--- config.mk ---
export PLATFORM = sky130hd
export DESIGN_NAME = header_length_checksum_deframer_unit
export DESIGN_NICKNAME = d
export VERILOG_FILES = /design/src/hdl/hlcd_pkg.sv /design/src/hdl/header_length_checksum_deframer_unit.sv /design/src/hdl/hlcd_ctrl.sv /design/src/hdl/hlcd_datapath.sv
export SDC_FILE = /design/constraint.sdc
export NUM_CORES = 1
export LEC_CHECK = 0
export ABC_AREA = 1
export BUFFER_PORTS_ARGS = -buffer_cell sky130_fd_sc_hd__buf_2
export CORE_UTILIZATION = 30
export CTS_BUF_LIST = sky130_fd_sc_hd__clkbuf_2 sky130_fd_sc_hd__clkbuf_4 sky130_fd_sc_hd__clkbuf_8
export CTS_CLUSTER_DIAMETER = 120
export DETAILED_ROUTE_END_ITERATION = 10
export PLACE_DENSITY_LB_ADDON = 0.12
export REMOVE_ABC_BUFFERS = 1
export SYNTH_ARGS = -nofsm -noshare
export SYNTH_HDL_FRONTEND = slang
export SYNTH_SLANG_ARGS = --single-unit
--- constraint.sdc ---
create_clock -name i_clk -period 5.3 [get_ports i_clk]
set_input_delay 0.53 -clock i_clk [delete_from_list [all_inputs] [get_ports i_clk]]
set_output_delay 0.53 -clock i_clk [all_outputs]
set_load 0.005 [all_outputs]
--- src/hdl/hlcd_pkg.sv ---
`default_nettype none

package hlcd_pkg;

    localparam logic [7:0]  HDR_FIRST       = 8'hAA;
    localparam logic [7:0]  HDR_SECOND      = 8'h55;
    localparam int          MAX_PAYLOAD_DEF = 32;
    localparam logic [31:0] TIMEOUT_RESET   = 32'd1000;

    // Commands from the controller to the datapath.
    typedef struct packed {
        logic acc;           // a word is accepted on the input side
        logic len_load;      // take the length byte, start a new frame
        logic fill_write;    // store a payload byte and add it to the sum
        logic replay_start;  // rewind the replay counter
        logic load;          // read one stored byte into the output register
    } t_cmd;

    // Status from the datapath to the controller.
    typedef struct packed {
        logic timeout_hit;
        logic is_first;
        logic is_second;
        logic len_over;
        logic len_zero;
        logic fill_done;
        logic sum_match;
        logic replay_last;
        logic slot_free;
    } t_stat;

endpackage

`default_nettype wire

--- src/hdl/header_length_checksum_deframer_unit.sv ---
// Parsing: one input word per cycle while a frame is being received.
// A matching checksum word starts a replay: the controller enters its replay state,
// which then loads one result per cycle into the output register as the sink takes them.
// Input is held off for the whole replay, including any sink stalls.
// Reset (synchronous, active low) returns the parser to header hunting, clears the
// output valid and sets timeout_ms to 1000; the payload memory is not cleared.
`default_nettype none

module header_length_checksum_deframer_unit #(
    parameter int MAX_PAYLOAD = hlcd_pkg::MAX_PAYLOAD_DEF
) (
    input  wire logic        i_clk,
    input  wire logic        i_rst_n,
    input  wire logic        i_cfg_valid,
    output logic             o_cfg_ready,
    input  wire logic [31:0] i_cfg_data,
    input  wire logic        s_axis_tvalid,
    output logic             s_axis_tready,
    // [7:0] rx_byte, [39:8] time_ms
    input  wire logic [39:0] s_axis_tdata,
    output logic             m_axis_tvalid,
    input  wire logic        m_axis_tready,
    // [7:0] payload_byte, [12:8] byte_position, [18:13] frame_length, [23:19] zero
    output logic [23:0]      m_axis_tdata,
    // [0] empty_frame
    output logic             m_axis_tuser,
    output logic             m_axis_tlast
);

    hlcd_pkg::t_cmd  cmd;
    hlcd_pkg::t_stat stat;
    logic [7:0]      payload_byte;
    logic [4:0]      byte_position;
    logic [5:0]      frame_length;

    assign o_cfg_ready = 1'b1;

    hlcd_ctrl u_ctrl (
        .i_clk      (i_clk),
        .i_rst_n    (i_rst_n),
        .i_in_valid (s_axis_tvalid),
        .o_in_ready (s_axis_tready),
        .i_stat     (stat),
        .o_cmd      (cmd)
    );

    hlcd_datapath #(
        .MAX_PAYLOAD (MAX_PAYLOAD)
    ) u_datapath (
        .i_clk           (i_clk),
        .i_rst_n         (i_rst_n),
        .i_cfg_valid     (i_cfg_valid),
        .i_cfg_data      (i_cfg_data),
        .i_rx_byte       (s_axis_tdata[7:0]),
        .i_time_ms       (s_axis_tdata[39:8]),
        .i_cmd           (cmd),
        .o_stat          (stat),
        .i_out_ready     (m_axis_tready),
        .o_out_valid     (m_axis_tvalid),
        .o_payload_byte  (payload_byte),
        .o_byte_position (byte_position),
        .o_frame_length  (frame_length),
        .o_empty_frame   (m_axis_tuser),
        .o_last_of_frame (m_axis_tlast)
    );

    assign m_axis_tdata = {5'd0, frame_length, byte_position, payload_byte};

endmodule

`default_nettype wire

--- src/hdl/hlcd_ctrl.sv ---
`default_nettype none

module hlcd_ctrl (
    input  wire logic          i_clk,
    input  wire logic          i_rst_n,
    input  wire logic          i_in_valid,
    output logic               o_in_ready,
    input  hlcd_pkg::t_stat    i_stat,
    output hlcd_pkg::t_cmd     o_cmd
);

    typedef enum logic [2:0] {
        S_HUNT,
        S_HDR2,
        S_LEN,
        S_DATA,
        S_CHECK,
        S_REPLAY
    } t_state;

    t_state r_state;
    t_state n_state;
    t_state eff_state;
    logic   acc;

    assign o_in_ready = (r_state != S_REPLAY);
    assign acc        = i_in_valid && o_in_ready;

    // A long gap between words drops whatever frame was in progress.
    assign eff_state = i_stat.timeout_hit ? S_HUNT : r_state;

    always_comb begin
        n_state            = r_state;
        o_cmd              = '0;
        o_cmd.acc          = acc;
        if (r_state == S_REPLAY) begin
            if (i_stat.slot_free) begin
                o_cmd.load = 1'b1;
                if (i_stat.replay_last) begin
                    n_state = S_HUNT;
                end
            end
        end else if (acc) begin
            case (eff_state)
                S_HDR2: begin
                    n_state = i_stat.is_second ? S_LEN : S_HUNT;
                end
                S_LEN: begin
                    if (i_stat.len_over) begin
                        n_state = S_HUNT;
                    end else begin
                        o_cmd.len_load = 1'b1;
                        n_state        = i_stat.len_zero ? S_CHECK : S_DATA;
                    end
                end
                S_DATA: begin
                    o_cmd.fill_write = 1'b1;
                    if (i_stat.fill_done) begin
                        n_state = S_CHECK;
                    end
                end
                S_CHECK: begin
                    if (i_stat.sum_match) begin
                        o_cmd.replay_start = 1'b1;
                        n_state            = S_REPLAY;
                    end else begin
                        n_state = S_HUNT;
                    end
                end
                default: begin
                    n_state = i_stat.is_first ? S_HDR2 : S_HUNT;
                end
            endcase
        end
    end

    always_ff @(posedge i_clk) begin
        if (!i_rst_n) begin
            r_state <= S_HUNT;
        end else begin
            r_state <= n_state;
        end
    end

endmodule

`default_nettype wire

--- src/hdl/hlcd_datapath.sv ---
`default_nettype none

module hlcd_datapath #(
    parameter int MAX_PAYLOAD = hlcd_pkg::MAX_PAYLOAD_DEF
) (
    input  wire logic          i_clk,
    input  wire logic          i_rst_n,
    input  wire logic          i_cfg_valid,
    input  wire logic [31:0]   i_cfg_data,
    input  wire logic [7:0]    i_rx_byte,
    input  wire logic [31:0]   i_time_ms,
    input  hlcd_pkg::t_cmd     i_cmd,
    output hlcd_pkg::t_stat    o_stat,
    input  wire logic          i_out_ready,
    output logic               o_out_valid,
    output logic [7:0]         o_payload_byte,
    output logic [4:0]         o_byte_position,
    output logic [5:0]         o_frame_length,
    output logic               o_empty_frame,
    output logic               o_last_of_frame
);

    localparam int LW = $clog2(MAX_PAYLOAD + 1);
    localparam int AW = (MAX_PAYLOAD > 1) ? $clog2(MAX_PAYLOAD) : 1;

    logic [31:0]   r_timeout;
    logic [31:0]   r_prev_time;
    logic [31:0]   gap;
    logic [LW-1:0] r_len;
    logic [LW-1:0] r_fill;
    logic [LW-1:0] r_k;
    logic [7:0]    r_sum;
    logic [7:0]    mem [MAX_PAYLOAD];
    logic [7:0]    r_rd;
    logic [4:0]    r_pos;
    logic [5:0]    r_flen;
    logic          r_last;
    logic          r_empty;
    logic          r_out_valid;
    logic [LW:0]   fill_next;
    logic [LW:0]   k_next;
    logic [7:0]    k8;
    logic [7:0]    len8;

    assign gap       = i_time_ms - r_prev_time;
    assign fill_next = {1'b0, r_fill} + 1'b1;
    assign k_next    = {1'b0, r_k} + 1'b1;
    assign k8        = 8'(r_k);
    assign len8      = 8'(r_len);

    always_comb begin
        o_stat             = '0;
        o_stat.timeout_hit = (gap > r_timeout);
        o_stat.is_first    = (i_rx_byte == hlcd_pkg::HDR_FIRST);
        o_stat.is_second   = (i_rx_byte == hlcd_pkg::HDR_SECOND);
        o_stat.len_over    = (i_rx_byte > 8'(MAX_PAYLOAD));
        o_stat.len_zero    = (i_rx_byte == 8'd0);
        o_stat.fill_done   = (fill_next >= {1'b0, r_len});
        o_stat.sum_match   = (r_sum == i_rx_byte);
        o_stat.replay_last = (r_len == '0) || (k_next == {1'b0, r_len});
        o_stat.slot_free   = !r_out_valid || i_out_ready;
    end

    always_ff @(posedge i_clk) begin
        if (!i_rst_n) begin
            r_timeout   <= hlcd_pkg::TIMEOUT_RESET;
            r_prev_time <= '0;
            r_len       <= '0;
            r_fill      <= '0;
            r_sum       <= '0;
            r_k         <= '0;
            r_out_valid <= 1'b0;
        end else begin
            if (i_cfg_valid) begin
                r_timeout <= i_cfg_data;
            end
            if (i_cmd.acc) begin
                r_prev_time <= i_time_ms;
            end
            if (i_cmd.len_load) begin
                r_len  <= LW'(i_rx_byte);
                r_fill <= '0;
                r_sum  <= i_rx_byte;
            end else if (i_cmd.fill_write) begin
                r_fill <= fill_next[LW-1:0];
                r_sum  <= r_sum + i_rx_byte;
            end
            if (i_cmd.replay_start) begin
                r_k <= '0;
            end else if (i_cmd.load) begin
                r_k <= k_next[LW-1:0];
            end
            if (i_cmd.load) begin
                r_out_valid <= 1'b1;
            end else if (i_out_ready) begin
                r_out_valid <= 1'b0;
            end
        end
    end

    // Payload store; the read port doubles as the output data register.
    // The frame length is captured with each word, since a new length byte
    // may arrive while the last word of the previous frame is still waiting.
    always_ff @(posedge i_clk) begin
        if (i_cmd.fill_write) begin
            mem[r_fill[AW-1:0]] <= i_rx_byte;
        end
        if (i_cmd.load) begin
            r_rd    <= mem[r_k[AW-1:0]];
            r_pos   <= k8[4:0];
            r_flen  <= len8[5:0];
            r_last  <= o_stat.replay_last;
            r_empty <= (r_len == '0);
        end
    end

    assign o_out_valid     = r_out_valid;
    assign o_payload_byte  = r_empty ? 8'd0 : r_rd;
    assign o_byte_position = r_pos;
    assign o_frame_length  = r_flen;
    assign o_empty_frame   = r_empty;
    assign o_last_of_frame = r_last;

endmodule

`default_nettype wire

# == Word-level counts from Yosys, hierarchy flattened ==
# Memory sizes are Yosys's and may differ from the RTL's. A register that Yosys moved wholly into a read port is not among the register bits.
# Index checks and enable logic that the tools add are counted.
# totals
inputBits,77
out_inout_bits,29
wordCells,74
mem_bits_rw,256
mem_count,1
ff_bits,107
# mem_list
memory,depth,width,rd,rd_clocked_by_memory_dff,wr,line,text
u_datapath.mem,32,8,1,1,1,hlcd_datapath.sv:33,logic [7:0] mem [MAX_PAYLOAD];
# classes
n_addsub,4
n_bitwise,1
n_eq_ne,13
n_reduce_logical,12
n_lt_le_gt_ge,3
muxes,28
# op_table
op,count
$mux 3,11
$gt 32x32->1,1
$sub 32x32->32,1
$mux 8,3
$add 6x1->7 const B,2
$mux 1,12
$pmux 3 s4,1
$add 8x8->8,1
$eq 8x7->1 const B,1
$eq 8x8->1,1
$eq 8x8->1 const B,1
$gt 8x6->1 const B,1
$logic_not 8->1,1
$eq 7x6->1,1
$ge 7x6->1,1
$eq 3x2->1 const B,2
$eq 3x3->1 const B,2
$logic_not 6->1,1
$reduce_bool 2->1,3
$ne 2x2->1 const B,2
$reduce_and 4->1,1
$reduce_or 2->1,2
$eq 3x1->1 const B,1
$ne 3x2->1 const B,1
other kinds (6),7

# == Depth between registers and ports, before layout ==
# Gate-level depths: netlist of run 1.
# logic_depth
depth_word,9
mapped_depth,30
ltp_nobuf,30

# == Cells and area by module ==
# Synthesis of run 1 repeated with hierarchy kept, for this count alone.
# hier_totals
hier_cells,2062
area_unflattened_um2,18395.1
# by_module_without_submodules
mod,cells_per_inst,area_each_um2,instances
hlcd_datapath,1994,17981.0,1
hlcd_ctrl,60,361.6,1
header_length_checksum_deframer_unit,8,52.6,1

# == Worst setup path before layout of run 1 ==
# No wires, ideal clock.
# synth_timing
path_kind,input to register
from,in s_axis_tdata[8]
to,mem u_datapath.mem[28][0] (enable)
path_buffers,0
slack_ns,0.923
t_arrival_ns,4.007
path_stages,25
cell_sequence,inv_1 ha_1 inv_1 fa_1 nand3_1 nand2_1 a21boi_1 o21ai_2 nand3_1 nand3_1 nand3_1 nand2_1 nand2_1 nand3_1 xor2_1 ha_1 nand2_2 nor3_2 and3_4 nand3b_4 nand2_4 nand4_4 nor2_4 nand2_1 nor2_1
# synth_via
elab_chain_cells,9
# synth_lines
element,line,text
start: declaration,header_length_checksum_deframer_unit.sv:20,"input wire logic [39:0] s_axis_tdata,"
$sub 32x32->32,hlcd_datapath.sv:45,assign gap = i_time_ms - r_prev_time;
$gt 32x32->1,hlcd_datapath.sv:53,o_stat.timeout_hit = (gap > r_timeout);
$mux 3,hlcd_ctrl.sv:30,assign eff_state = i_stat.timeout_hit ? S_HUNT : r_state;
$eq 3x2->1,hlcd_ctrl.sv:44,case (eff_state)
$mux 1,hlcd_ctrl.sv:44,
$mux 3,hlcd_ctrl.sv:43,end else if (acc) begin
$mux 3,hlcd_ctrl.sv:36,if (r_state == S_REPLAY) begin
$mux 1,hlcd_datapath.sv:105,if (i_cmd.fill_write) begin
$mux 1 (not written as such),hlcd_datapath.sv:106,mem[r_fill[AW-1:0]] <= i_rx_byte;
end: declaration,hlcd_datapath.sv:33,
# No other way between the ends.

# == Worst setup path after layout of run 1 ==
# layout_timing
from,reg u_datapath.r_prev_time[0]
to,mem u_datapath.mem[9][5] (enable)
# layout_via
elab_chain_cells,9
# layout_lines
element,line,text
start: declaration,hlcd_datapath.sv:27,logic [31:0] r_prev_time;
start signal: assignment,hlcd_datapath.sv:78,r_prev_time <= i_time_ms;
$sub 32x32->32,hlcd_datapath.sv:45,
$gt 32x32->1,hlcd_datapath.sv:53,
$mux 3,hlcd_ctrl.sv:30,
$eq 3x2->1,hlcd_ctrl.sv:44,
$mux 1,hlcd_ctrl.sv:44,
$mux 3,hlcd_ctrl.sv:43,
$mux 3,hlcd_ctrl.sv:36,
$mux 1,hlcd_datapath.sv:105,
$mux 1 (not written as such),hlcd_datapath.sv:106,
# No other way between the ends.

==> flow_summary_export.csv, run 1 <==
group,metric,value,unit
status,outcome,"finished clean",
timing,hold_viol_final,0,
logic_synthesis,ys_ff_latch,371,
finish,final_common_cell,"edfxtp_1",
clocking,cts_resized,0,
grt,track_usage,18.7,%
critical_path,start_kind,"flip-flop",
die,initial_core_util,30.4,%
die,die_w,244,um
routing,num_vias,13315,
critical_path,cp.depth,25,
timing,slew_headroom,29.8,%
critical_path,critPathLaunch,"u_datapath.r_prev_time[0]$_SDFFE_PN0P_",
critical_path,r2r_start,"u_datapath.r_prev_time[0]$_SDFFE_PN0P_",
die,io_pins,106,
clocking,cts_setup_buffers,0,
timing,rsz0062_at_grt,"no",
grt,grt_max_degree,70,
clocking,clock_path_buffers,3,
critical_path,worst_setup_path_end_kind,"flip-flop",
critical_path,required,5.63,ns
logic_synthesis,syn_inst,1721,
routing,antenna_left,0,
finish,final_cell_mix,"edfxtp_1, nor2_1, o21ai_0, nand2_1, inv_1",
critical_path,worstReg2RegEnd,"u_datapath.mem[9][5]$_DFFE_PP_",
routing,detail_route.wl_per_cell,20.7,um
timing,fin_crit,4.74,ns
critical_path,endpoint,"u_datapath.mem[9][5]$_DFFE_PP_",
clocking,clock-sinks,371,
logic_synthesis,avgSynthCellArea,10.2,um2
critical_path,crit_arrival,5.06,ns
grt,grt_first_pass_wirelength,83100,um
grt,antenna_found_initial,2,
finish,syn_to_final_growth,16.6,%
clocking,insertion_delay,0.66,ns
die,fp.dieArea,59400,um2
finish,n_antenna_cell,0,
logic_synthesis,synth_edf_count,277,
hold_path,min-delay-start,"i_cfg_data[8]",
timing,tightest_slew,1.05,ns
timing,setup_viol,0,
clocking,numCtsBuffers,68,
logic_synthesis,synth.distinct_cells,51,
power,leakage,0.00767,uW
critical_path,r2r_slack,0.56,ns
clocking,path_clk_slew,0.06,ns
critical_path,rr_worst_depth,25,
logic_synthesis,ys.flop_type,"edfxtp_1",
timing,fin_crit_sh,89.4,%
logic_synthesis,netlist_area,17500,um2
logic_synthesis,async_flop_share,0,%
clocking,cts_root_buf,"clkbuf_8",
die,die_y,244,um
clocking,cts_hold_buf,0,
power,power_density,325,nW/um2
placed_design,post-dp-hpwl,37000,um
finish,fillers,5946,
finish,final_cell_count_no_fill,2682,
routing,drc,0,
timing,max_freq,211,MHz
die,rows,88,
hold_path,hold_class,"input pin to flip-flop",
timing,maxSlewViolCount,0,
critical_path,crit_family,"simple AND/OR/NAND/NOR gates",
timing,finClkSkew,0.0426,ns
placed_design,routabilityCongestion,0.864,
clocking,htree_num_levels,3,
power,irDropWorstVdd,133,uV
finish,final_util,35.4,%
power,p_total,6640,uW
placed_design,placedCellCount,2562,
die,coreArea,57700,um2
clocking,cts_tree,"built",
flow_run,cap_violations,0,
routing,viasPerCell,4.96,
finish,num-nets-final,2027,
grt,first_global_vias,13394,
finish,drive_gt1_share,15.4,%
routing,drt_wl_total,55500,um
critical_path,path_buf_inv,2,
logic_synthesis,yosysSeqAreaShare,58.1,%
logic_synthesis,yosysWarnings,0,
placed_design,port_buffers,99,
critical_path,crit_fanout,8,
critical_path,cp_slowest_cell,"fa_1",
grt,grt-ovfl-total,0,
critical_path,crit_top_cell,"nand3_1",
routing,drtIter0Drc,817,
routing,drt_first_pass_iters,5,
critical_path,path_class,"flip-flop to flip-flop",
critical_path,crit_path_max_incr_delay,0.39,ns
==> per-layer routing <==
layer | part of all wire [%] | global-route usage (%) | wire (um)
met3 | 4.8 | 3.41 | 2650
met1 | 45 | 24.3 | 25000
met2 | 48 | 31.4 | 26600
met4 | 2.3 | 5.66 | 1270
met5 | 0.031 | 0 | 17
==> synth_stat cells (all sizes together) (4+ instances only) <==
library cell	instances	area share [%]
nand2	151	3.3
clkbuf	61	1.3
xnor2	14	0.70
o221ai	48	2.4
o21a	7	0.30
edfxtp	277	47
nand3	68	2.1
o211ai	5	0.24
a21oi	134	3.8
buf	25	0.86
nor4	4	0.14
o22ai	20	0.71
a31oi	11	0.39
inv	146	3.1
ha	81	5.8
a32oi	8	0.40
nor2	246	5.4
dfxtp	94	11
nand4	12	0.51
xor2	35	1.7
nor3	16	0.64
o21ai	237	6.8
a21o	4	0.17
==> report_power, final <==
part	leakage (uW)	internal (uW)	total (uW)	switching [uW]
logic	0.00368	234	670	436
registers	0.00327	3150	3160	9.31
clock network	0.000726	1550	2810	1260
total	0.00767	4930	6640	1710
==> worst min path at each step <==
stage | endpoint | slack (ns) | cells after the start
2_1_floorplan | u_datapath.o_frame_length[1]$_DFFE_PP_ | 0.41 | 0
3_3_place_gp | u_datapath.o_frame_length[2]$_DFFE_PP_ | 0.42 | 0
3_5_place_dp | u_datapath.o_frame_length[2]$_DFFE_PP_ | 0.41 | 0
4_1_cts | u_datapath.r_timeout[8]$_SDFFE_PN1P_ | 0.04 | 3
5_1_grt | u_datapath.r_timeout[8]$_SDFFE_PN1P_ | 0.07 | 3
6_report | u_datapath.r_timeout[8]$_SDFFE_PN1P_ | 0.10 | 3
==> tightest hold or removal path, stage by stage <==
cell and delay, ns:
buf_2 0.08, a21oi_1 0.05, o21ai_0 0.06
==> final cells by class <==
class / instances / area, um2 / area share, %
flip-flops and latches: 371 / 10200 / 49.9
multi-input cells: 1120 / 6420 / 31.4
inverters: 148 / 557 / 2.72
clock buffers: 92 / 1130 / 5.55
repair buffers: 158 / 938 / 4.59
clock inverters: 28 / 235 / 1.15
well taps: 765 / 957 / 4.68
==> metrics by stage <==
step	area [um2]	setup WS, ns	TNS (ns)	hold slack [ns]
6_report	20400	0.562	0	0.100
2_1_floorplan	17200	-0.0506	-0.272	0.408
4_1_cts	20400	0.463	0	0.0384
3_5_place_dp	19100	0.102	0	0.415
3_3_place_gp	19100	0.174	0	0.418
5_1_grt	20400	0.167	0	0.0738
==> registers in the layout, indices dropped and copies added, names as in the netlist <==
signal,flops
u_datapath.mem,256
u_datapath.r_sum,8
u_datapath.o_last_of_frame,1
u_datapath.o_empty_frame,1
u_datapath.r_rd,8
u_datapath.o_byte_position,5
u_datapath.r_fill,6
u_datapath.r_timeout,32
u_datapath.r_len,6
u_ctrl.r_state,3
u_datapath.o_out_valid,1
u_datapath.o_frame_length,6
u_datapath.r_k,6
u_datapath.r_prev_time,32
==> logic make-up after synthesis <==
group           after synthesis  share of synthesized area, %
flops                       371                          58.1
simple gates                502                          12.5
fa+ha+maj                    83                          6.01
buf+inv                     234                          5.34
compound gates              480                          15.5
xor+xnor                     49                          2.45
other cells                   2                        0.0428
Power figures use the tool's default switching activity.
==> run 2, diff against run 1 <==
==> constraint.sdc (replaced) <==
create_clock -name i_clk -period 6.1 [get_ports i_clk]
set_input_delay 0.61 -clock i_clk [delete_from_list [all_inputs] [get_ports i_clk]]
set_output_delay 0.61 -clock i_clk [all_outputs]
set_load 0.005 [all_outputs]
==> run 2 against run 1 <==
Critical path type unchanged. Critical endpoint is now u_datapath.mem[13][1]$_DFFE_PP_. Maximum frequency fell by 3.9%. Total power fell by 12%. Register-to-register slack better by 0.61 ns. Sequential power fell by 13%.
==> flow_summary_export.csv, run 2 (same netlist as run 1, synthesis figures left out) <==
group,metric,value,unit
status,outcome,"finished clean",
clocking,clock-sinks,371,
die,rows,88,
power,power_density,285,nW/um2
placed_design,post-dp-hpwl,33700,um
finish,drive_gt1_share,15.1,%
placed_design,port_buffers,99,
grt,grt_max_degree,78,
timing,tightest_slew,1.10,ns
finish,fin_area,20400,um2
placed_design,routabilityCongestion,0.813,
power,p_total,5820,uW
critical_path,rr_worst_depth,24,
timing,fin_setup_tns,0,ns
power,irDropWorstVdd,132,uV
grt,track_usage,17.7,%
routing,route.met3.wl,2450,um
finish,syn_to_final_growth,16.3,%
finish,num-nets-final,2016,
hold_path,hold_class,"input pin to flip-flop",
hold_path,min_to,"u_datapath.r_timeout[8]$_SDFFE_PN1P_",
finish,final_common_cell,"edfxtp_1",
critical_path,required,6.36,ns
timing,max_freq,203,MHz
routing,route.met2.wl,25300,um
clocking,path_clk_slew,0.06,ns
clocking,insertion_delay,0.66,ns
clocking,clock_path_buffers,3,
placed_design,placedCellCount,2549,
routing,drtIter0Drc,848,
timing,hold_viol_final,0,
grt,grt-ovfl-total,0,
die,initial_core_util,30.4,%
grt,first_global_vias,13462,
die,fp.dieArea,59400,um2
finish,n_antenna_cell,0,
critical_path,worst_setup_path_end_kind,"flip-flop",
routing,num_vias,13161,
timing,maxSlewViolCount,0,
routing,drc,0,
clocking,cts_hold_buf,0,
routing,detail_route.wl_per_cell,19.5,um
die,coreArea,57700,um2
timing,fin_crit,4.93,ns
critical_path,crit_fanout,8,
routing,top_layer,"met5",
routing,viasPerCell,4.92,
timing,fin_crit_sh,80.9,%
timing,finalWorstSetupSlack,1.17,ns
grt,antenna_found_initial,2,
critical_path,r2r_start,"u_datapath.r_prev_time[0]$_SDFFE_PN0P_",
critical_path,start_kind,"flip-flop",
timing,slew_headroom,26.4,%
finish,largest_reg_flops,256,
hold_path,hold_path_depth,3,
finish,final_cell_count_no_fill,2677,
clocking,cts_tree,"built",
die,io_pins,106,
routing,wl_met1,23200,um
critical_path,r2r_slack,1.17,ns
clocking,numCtsBuffers,70,
critical_path,worstReg2RegEnd,"u_datapath.mem[13][1]$_DFFE_PP_",
timing,finClkSkew,0.0303,ns
critical_path,path_class,"flip-flop to flip-flop",
routing,drt_first_pass_iters,5,
flow_run,cap_violations,0,
routing,drt_wl_total,52200,um
hold_path,min-delay-start,"i_cfg_data[8]",
timing,rsz0062_at_grt,"no",
die,die_w,244,um
finish,final_cell_mix,"edfxtp_1, nor2_1, o21ai_0, nand2_1, inv_1",
routing,antenna_left,0,
placed_design,post-place-ws,0.688,ns
clocking,htree_num_levels,3,
die,die_y,244,um
clocking,cts_setup_buffers,0,
clocking,cts_resized,0,
critical_path,crit_arrival,5.19,ns
grt,grt_first_pass_wirelength,80000,um
timing,setup_viol,0,
power,leakage,0.00764,uW
clocking,cts_root_buf,"clkbuf_8",
placed_design,placed_area,19000,um2
finish,fillers,5970,
==> run 2: cell types whose count changed in the layout (fill, tap and decap cells not counted), sizes merged <==
cell / before / now
buf: 158 / 145
bufinv: 3 / 2
clkbuf: 92 / 101
clkinvlp: 1 / 0
inv: 148 / 149
==> run 2: worst max path at each step <==
stage | cells after the start | start | end | slack (ns)
floorplan | 7 | u_datapath.r_k[0]$_SDFFE_PP0P_ | u_datapath.r_rd[0]$_DFFE_PP_ | 0.75
global placement | 26 | s_axis_tdata[8] | u_datapath.mem[12][6]$_DFFE_PP_ | 0.78
detailed placement | 26 | s_axis_tdata[8] | u_datapath.mem[13][3]$_DFFE_PP_ | 0.69
CTS | 24 | u_datapath.r_prev_time[0]$_SDFFE_PN0P_ | u_datapath.mem[13][1]$_DFFE_PP_ | 1.11
global route | 24 | u_datapath.r_prev_time[0]$_SDFFE_PN0P_ | u_datapath.mem[13][1]$_DFFE_PP_ | 0.69
finish | 24 | u_datapath.r_prev_time[0]$_SDFFE_PN0P_ | u_datapath.mem[13][1]$_DFFE_PP_ | 1.17
==> run 2: report_power, final <==
part / internal [uW] / switching [uW]
registers: 2740 / 8.14
logic: 201 / 364
clock network: 1400 / 1120
total: 4330 / 1490
==> run 2: layout make-up <==
cell class	count	area (um2)	share of cell area [%]
flip-flops and latches	371	10200	50.0
inverters	148	557	2.73
well taps	765	957	4.69
repair buffers	145	841	4.12
clock inverters	27	194	0.950
clock buffers	101	1230	6.05
multi-input cells	1120	6420	31.5
==> run 2: through the flow <==
step | hold WS [ns] | util, %
2_1_floorplan | 0.408 | -
3_3_place_gp | 0.425 | 32.9
3_5_place_dp | 0.428 | 32.9
4_1_cts | 0.140 | 35.4
5_1_grt | 0.167 | 35.4
6_report | 0.191 | 35.4
==> run 2: metal layers <==
layer  up-vias  track usage (%)
met5         -                0
met4         2             5.46
met3        95             3.50
li1       6392                -
met2       310             30.2
met1      6362             22.3
==> run 2: worst max-delay path: stages (launching register included) <==
cell	delay [ns]
dfxtp_1	0.33
ha_1	0.15
inv_1	0.06
fa_1	0.40
nand3_1	0.09
nand2_1	0.09
a21boi_1	0.32
o21ai_2	0.16
nand3_1	0.10
nand3_1	0.14
nand3_1	0.11
nand2_1	0.09
nand2_1	0.07
nand3_1	0.07
xor2_1	0.15
ha_1	0.29
nand2_2	0.07
nor3_2	0.24
and3_4	0.24
nand3b_4	0.09
nand2_4	0.14
nand4_4	0.11
nor2_4	0.16
nand2_1	0.25
nor2_1	0.63
==> run 3, diff against run 2 <==
--- a/config.mk
+++ b/config.mk
@@ -5,7 +5,7 @@
 export SDC_FILE = /design/constraint.sdc
 export NUM_CORES = 1
 export LEC_CHECK = 0
-export ABC_AREA = 1
+export ABC_AREA = 0
 export BUFFER_PORTS_ARGS = -buffer_cell sky130_fd_sc_hd__buf_2
 export CORE_UTILIZATION = 30
 export CTS_BUF_LIST = sky130_fd_sc_hd__clkbuf_2 sky130_fd_sc_hd__clkbuf_4 sky130_fd_sc_hd__clkbuf_8
==> constraint.sdc (replaced) <==
create_clock -name i_clk -period 5.05 [get_ports i_clk]
set_input_delay 0.505 -clock i_clk [delete_from_list [all_inputs] [get_ports i_clk]]
set_output_delay 0.505 -clock i_clk [all_outputs]
set_load 0.005 [all_outputs]
==> run 3 against run 2 <==
Sequential cell count stayed put. Largest cell class unchanged. Design area is 7.2% higher. Maximum frequency is 1.3% lower. Combinational power is 33% higher. Cell count is 12% lower. First-iteration DRC count is 34% lower. Register-to-register slack worse by 1.1 ns. Via count is 16% lower. Total power is 23% higher. Setup slack worse by 1.1 ns. Clock power is 24% higher.
==> flow_summary_export.csv, run 3 <==
group,metric,value,unit
status,outcome,"finished clean",
logic_synthesis,synth_top_area_share,47.4,%
clocking,cts_hold_buf,0,
timing,hold_slack,0.0792,ns
clocking,clock-sinks,371,
die,rows,88,
clocking,insertion_delay,0.64,ns
routing,num_vias,11120,
finish,num-nets-final,1701,
logic_synthesis,ys.flop_type,"edfxtp_1",
critical_path,path_class,"flip-flop to flip-flop",
critical_path,crit_path_max_incr_delay,0.38,ns
critical_path,path_buf_inv,5,
routing,antenna_left,0,
power,power_frac_comb,10.5,%
clocking,cts_root_buf,"clkbuf_8",
power,irDropWorstVdd,183,uV
critical_path,crit_fanout,8,
critical_path,crit_family,"compound AO/OA/AOI/OAI gates",
power,seq_power_share,46.3,%
power,power_density,327,nW/um2
critical_path,worst_setup_path_end_kind,"flip-flop",
timing,fin_setup_tns,0,ns
critical_path,crit_top_cell,"nand4_1",
critical_path,required,5.39,ns
logic_synthesis,yosysMostFrequentCell,"edfxtp_1",
routing,drt_wl_total,47700,um
die,coreArea,57800,um2
clocking,cts_tree,"built",
finish,syn_to_final_growth,24.6,%
placed_design,port_buffers,99,
grt,grt_max_degree,70,
clocking,path_clk_slew,0.06,ns
logic_synthesis,netlist_area,17600,um2
finish,multi_input_area,7180,um2
logic_synthesis,yosys-mux-area-fraction,12.8,%
logic_synthesis,ys_ff_latch,371,
routing,drc,0,
logic_synthesis,yosysTopAreaCell,"edfxtp_1",
logic_synthesis,synth_compound_area_share,8.40,%
finish,seq_area,10200,um2
critical_path,crit_arrival,5.34,ns
routing,viasPerCell,4.72,
logic_synthesis,synth_xor_area_share,2.79,%
timing,tightest_slew,1.07,ns
critical_path,cp_cell_sequence,"ha_4 -> inv_2 -> fa_2 -> a21o_1 -> a221oi_4 -> a2111oi_4 -> o31a_1 -> a311oi_2 -> nand2b_4 -> a211o_1 -> a31oi_1 -> xor2_1 -> ha_1 -> nand4_1 -> inv_1 -> nand4_1 -> nor3_2 -> buf_4 -> and3_4 -> o21ba_4 -> nand2_4 -> buf_12 -> nor4_4 -> buf_6",
finish,drive_gt1_share,32.1,%
timing,maxSlewViolCount,0,
power,clkPwrFrac,43.2,%
flow_run,cap_violations,0,
logic_synthesis,synth_top_family_by_area,"multiplexers",
clocking,htree_num_levels,3,
timing,fin_crit,5.00,ns
routing,drtIter0Drc,560,
timing,finClkSkew,0.0409,ns
routing,top_layer,"met5",
timing,setup_viol,0,
logic_synthesis,synthTopCellsByCount,"edfxtp_1, nand2_1, dfxtp_1",
power,leakage,0.00793,uW
logic_synthesis,yosys-top-cells-area,"edfxtp_1, dfxtp_1, mux4_2",
timing,rsz0062_at_grt,"yes",
routing,drt_first_pass_iters,4,
grt,grt-ovfl-total,0,
finish,final_common_cell,"edfxtp_1",
logic_synthesis,synth-simple-area-share,8.48,%
clocking,numCtsBuffers,67,
critical_path,rr_worst_depth,24,
hold_path,hold_class,"input pin to flip-flop",
critical_path,cp.depth,24,
die,die_y,244,um
power,swShare,23.8,%
hold_path,min-delay-start,"i_cfg_data[8]",
die,initial_core_util,30.4,%
critical_path,critPathLaunch,"u_datapath.r_prev_time[0]$_SDFFE_PN0P_",
critical_path,start_kind,"flip-flop",
hold_path,hold_path_depth,3,
logic_synthesis,yosysSeqAreaShare,58.1,%
finish,fillers,5619,
placed_design,routabilityCongestion,0.759,
critical_path,r2r_slack,0.05,ns
finish,final_cell_mix,"edfxtp_1, buf_4, nand2_1, buf_2, dfxtp_1",
logic_synthesis,synth_edf_count,277,
routing,route.met2.wl,23300,um
critical_path,r2r_start,"u_datapath.r_prev_time[0]$_SDFFE_PN0P_",
logic_synthesis,synth.distinct_cells,69,
logic_synthesis,avgSynthCellArea,13.6,um2
finish,final_util,37.8,%
clocking,clock_path_buffers,3,
critical_path,cp_slowest_cell,"fa_2",
routing,wl_met1,21200,um
grt,track_usage,16.3,%
timing,max_freq,200,MHz
routing,route.met3.wl,2160,um
finish,largest_reg_flops,256,
timing,fin_crit_sh,99.0,%
logic_synthesis,synth-adder-area-share,6.00,%
placed_design,post-dp-hpwl,32600,um
grt,antenna_found_initial,2,
die,io_pins,106,
power,p_sw,1700,uW
finish,n_antenna_cell,0,
power,p_int,5460,uW
logic_synthesis,yosysWarnings,0,
die,die_w,244,um
die,fp.dieArea,59500,um2
timing,hold_viol_final,0,
logic_synthesis,syn_inst,1291,
grt,first_global_vias,11633,
routing,detail_route.wl_per_cell,20.2,um
grt,grt_first_pass_wirelength,72500,um
timing,slew_headroom,28.8,%
logic_synthesis,async_flop_share,0,%
## run 3: cell count changes after synthesis, moves of 19 or more
| cell | before | now |
|---|---|---|
| nor2b_1 | 0 | 47 |
| a21boi_0 | 0 | 33 |
| mux2i_1 | 0 | 35 |
| nor2_1 | 239 | 53 |
| xnor2_1 | 14 | 33 |
| inv_1 | 144 | 82 |
| mux4_2 | 0 | 80 |
| clkbuf_1 | 60 | 39 |
| a21oi_1 | 134 | 38 |
| o21ai_0 | 231 | 11 |
| nand3_1 | 66 | 14 |
| o221ai_1 | 48 | 2 |
| nand2_1 | 147 | 116 |
| a21o_1 | 4 | 32 |
## run 3: worst paths after layout
kind / endpoint
setup reg to reg: u_datapath.mem[2][5]$_DFFE_PP_
hold / removal: u_datapath.r_timeout[8]$_SDFFE_PN1P_
setup / recovery: u_datapath.mem[2][5]$_DFFE_PP_
hold reg to reg: u_datapath.r_sum[6]$_SDFFE_PN0P_
## run 3: logic make-up after synthesis
kind of cell	count (synthesis)
flip-flops	371
multiplexers	123
AND/OR/NAND/NOR	306
buffers and inverters	147
XOR/XNOR	56
AO/OA/AOI/OAI	203
adder cells (fa/ha/maj)	83
other	2
## run 3: power groups by stage
| stage | clock network, uW | registers [uW] | logic, uW |
|---|---|---|---|
| after floorplan | 0 | 3370 | 396 |
| after global routing | 3320 | 3320 | 855 |
| after detailed placement | 0 | 3380 | 735 |
| final | 3100 | 3310 | 754 |
| after CTS | 3210 | 3310 | 756 |
| after global placement | 0 | 3380 | 736 |
## run 3: stage by stage
stage               total power, uW  setup slack (ns)  instance area [um2]  std cells
CTS                            7280           0.00163                21500       2338
finish                         7160            0.0503                21900       2358
detailed placement             4110            -0.976                19700       2210
global placement               4110            -0.897                19700       2210
floorplan                      3770            -0.960                17300       1231
global route                   7490            -0.212                21900       2358
## run 3: layout make-up
type,instances,area share (%)
multi-input cells,777,32.8
well taps,765,4.38
inverters,83,1.42
clock inverters,24,1.15
flip-flops and latches,371,46.7
repair buffers,241,8.02
clock buffers,97,5.53
## run 3: worst reg2reg max path: cells and delay by family (launching register included)
family	cells	cell delay, ns
AO/OA/AOI/OAI	8	1.69
AND/OR/NAND/NOR	7	1.09
adder cells (fa/ha/maj)	3	0.82
buffers and inverters	5	0.60
flip-flops	1	0.35
XOR/XNOR	1	0.17
## run 3: repair_timing
item | CTS | global route
cloned | 0 | 0
setup endpoints to repair | 271 | 284
buffers inserted | 7 | 21
resized for setup | 76 | 37
pin swaps | 17 | 53
## run 3: per-layer routing
metal,vias up,GRT usage [%]
met5,-,0
li1,5321,-
met3,70,4.01
met2,222,27.1
met1,5503,21.1
met4,4,4.50
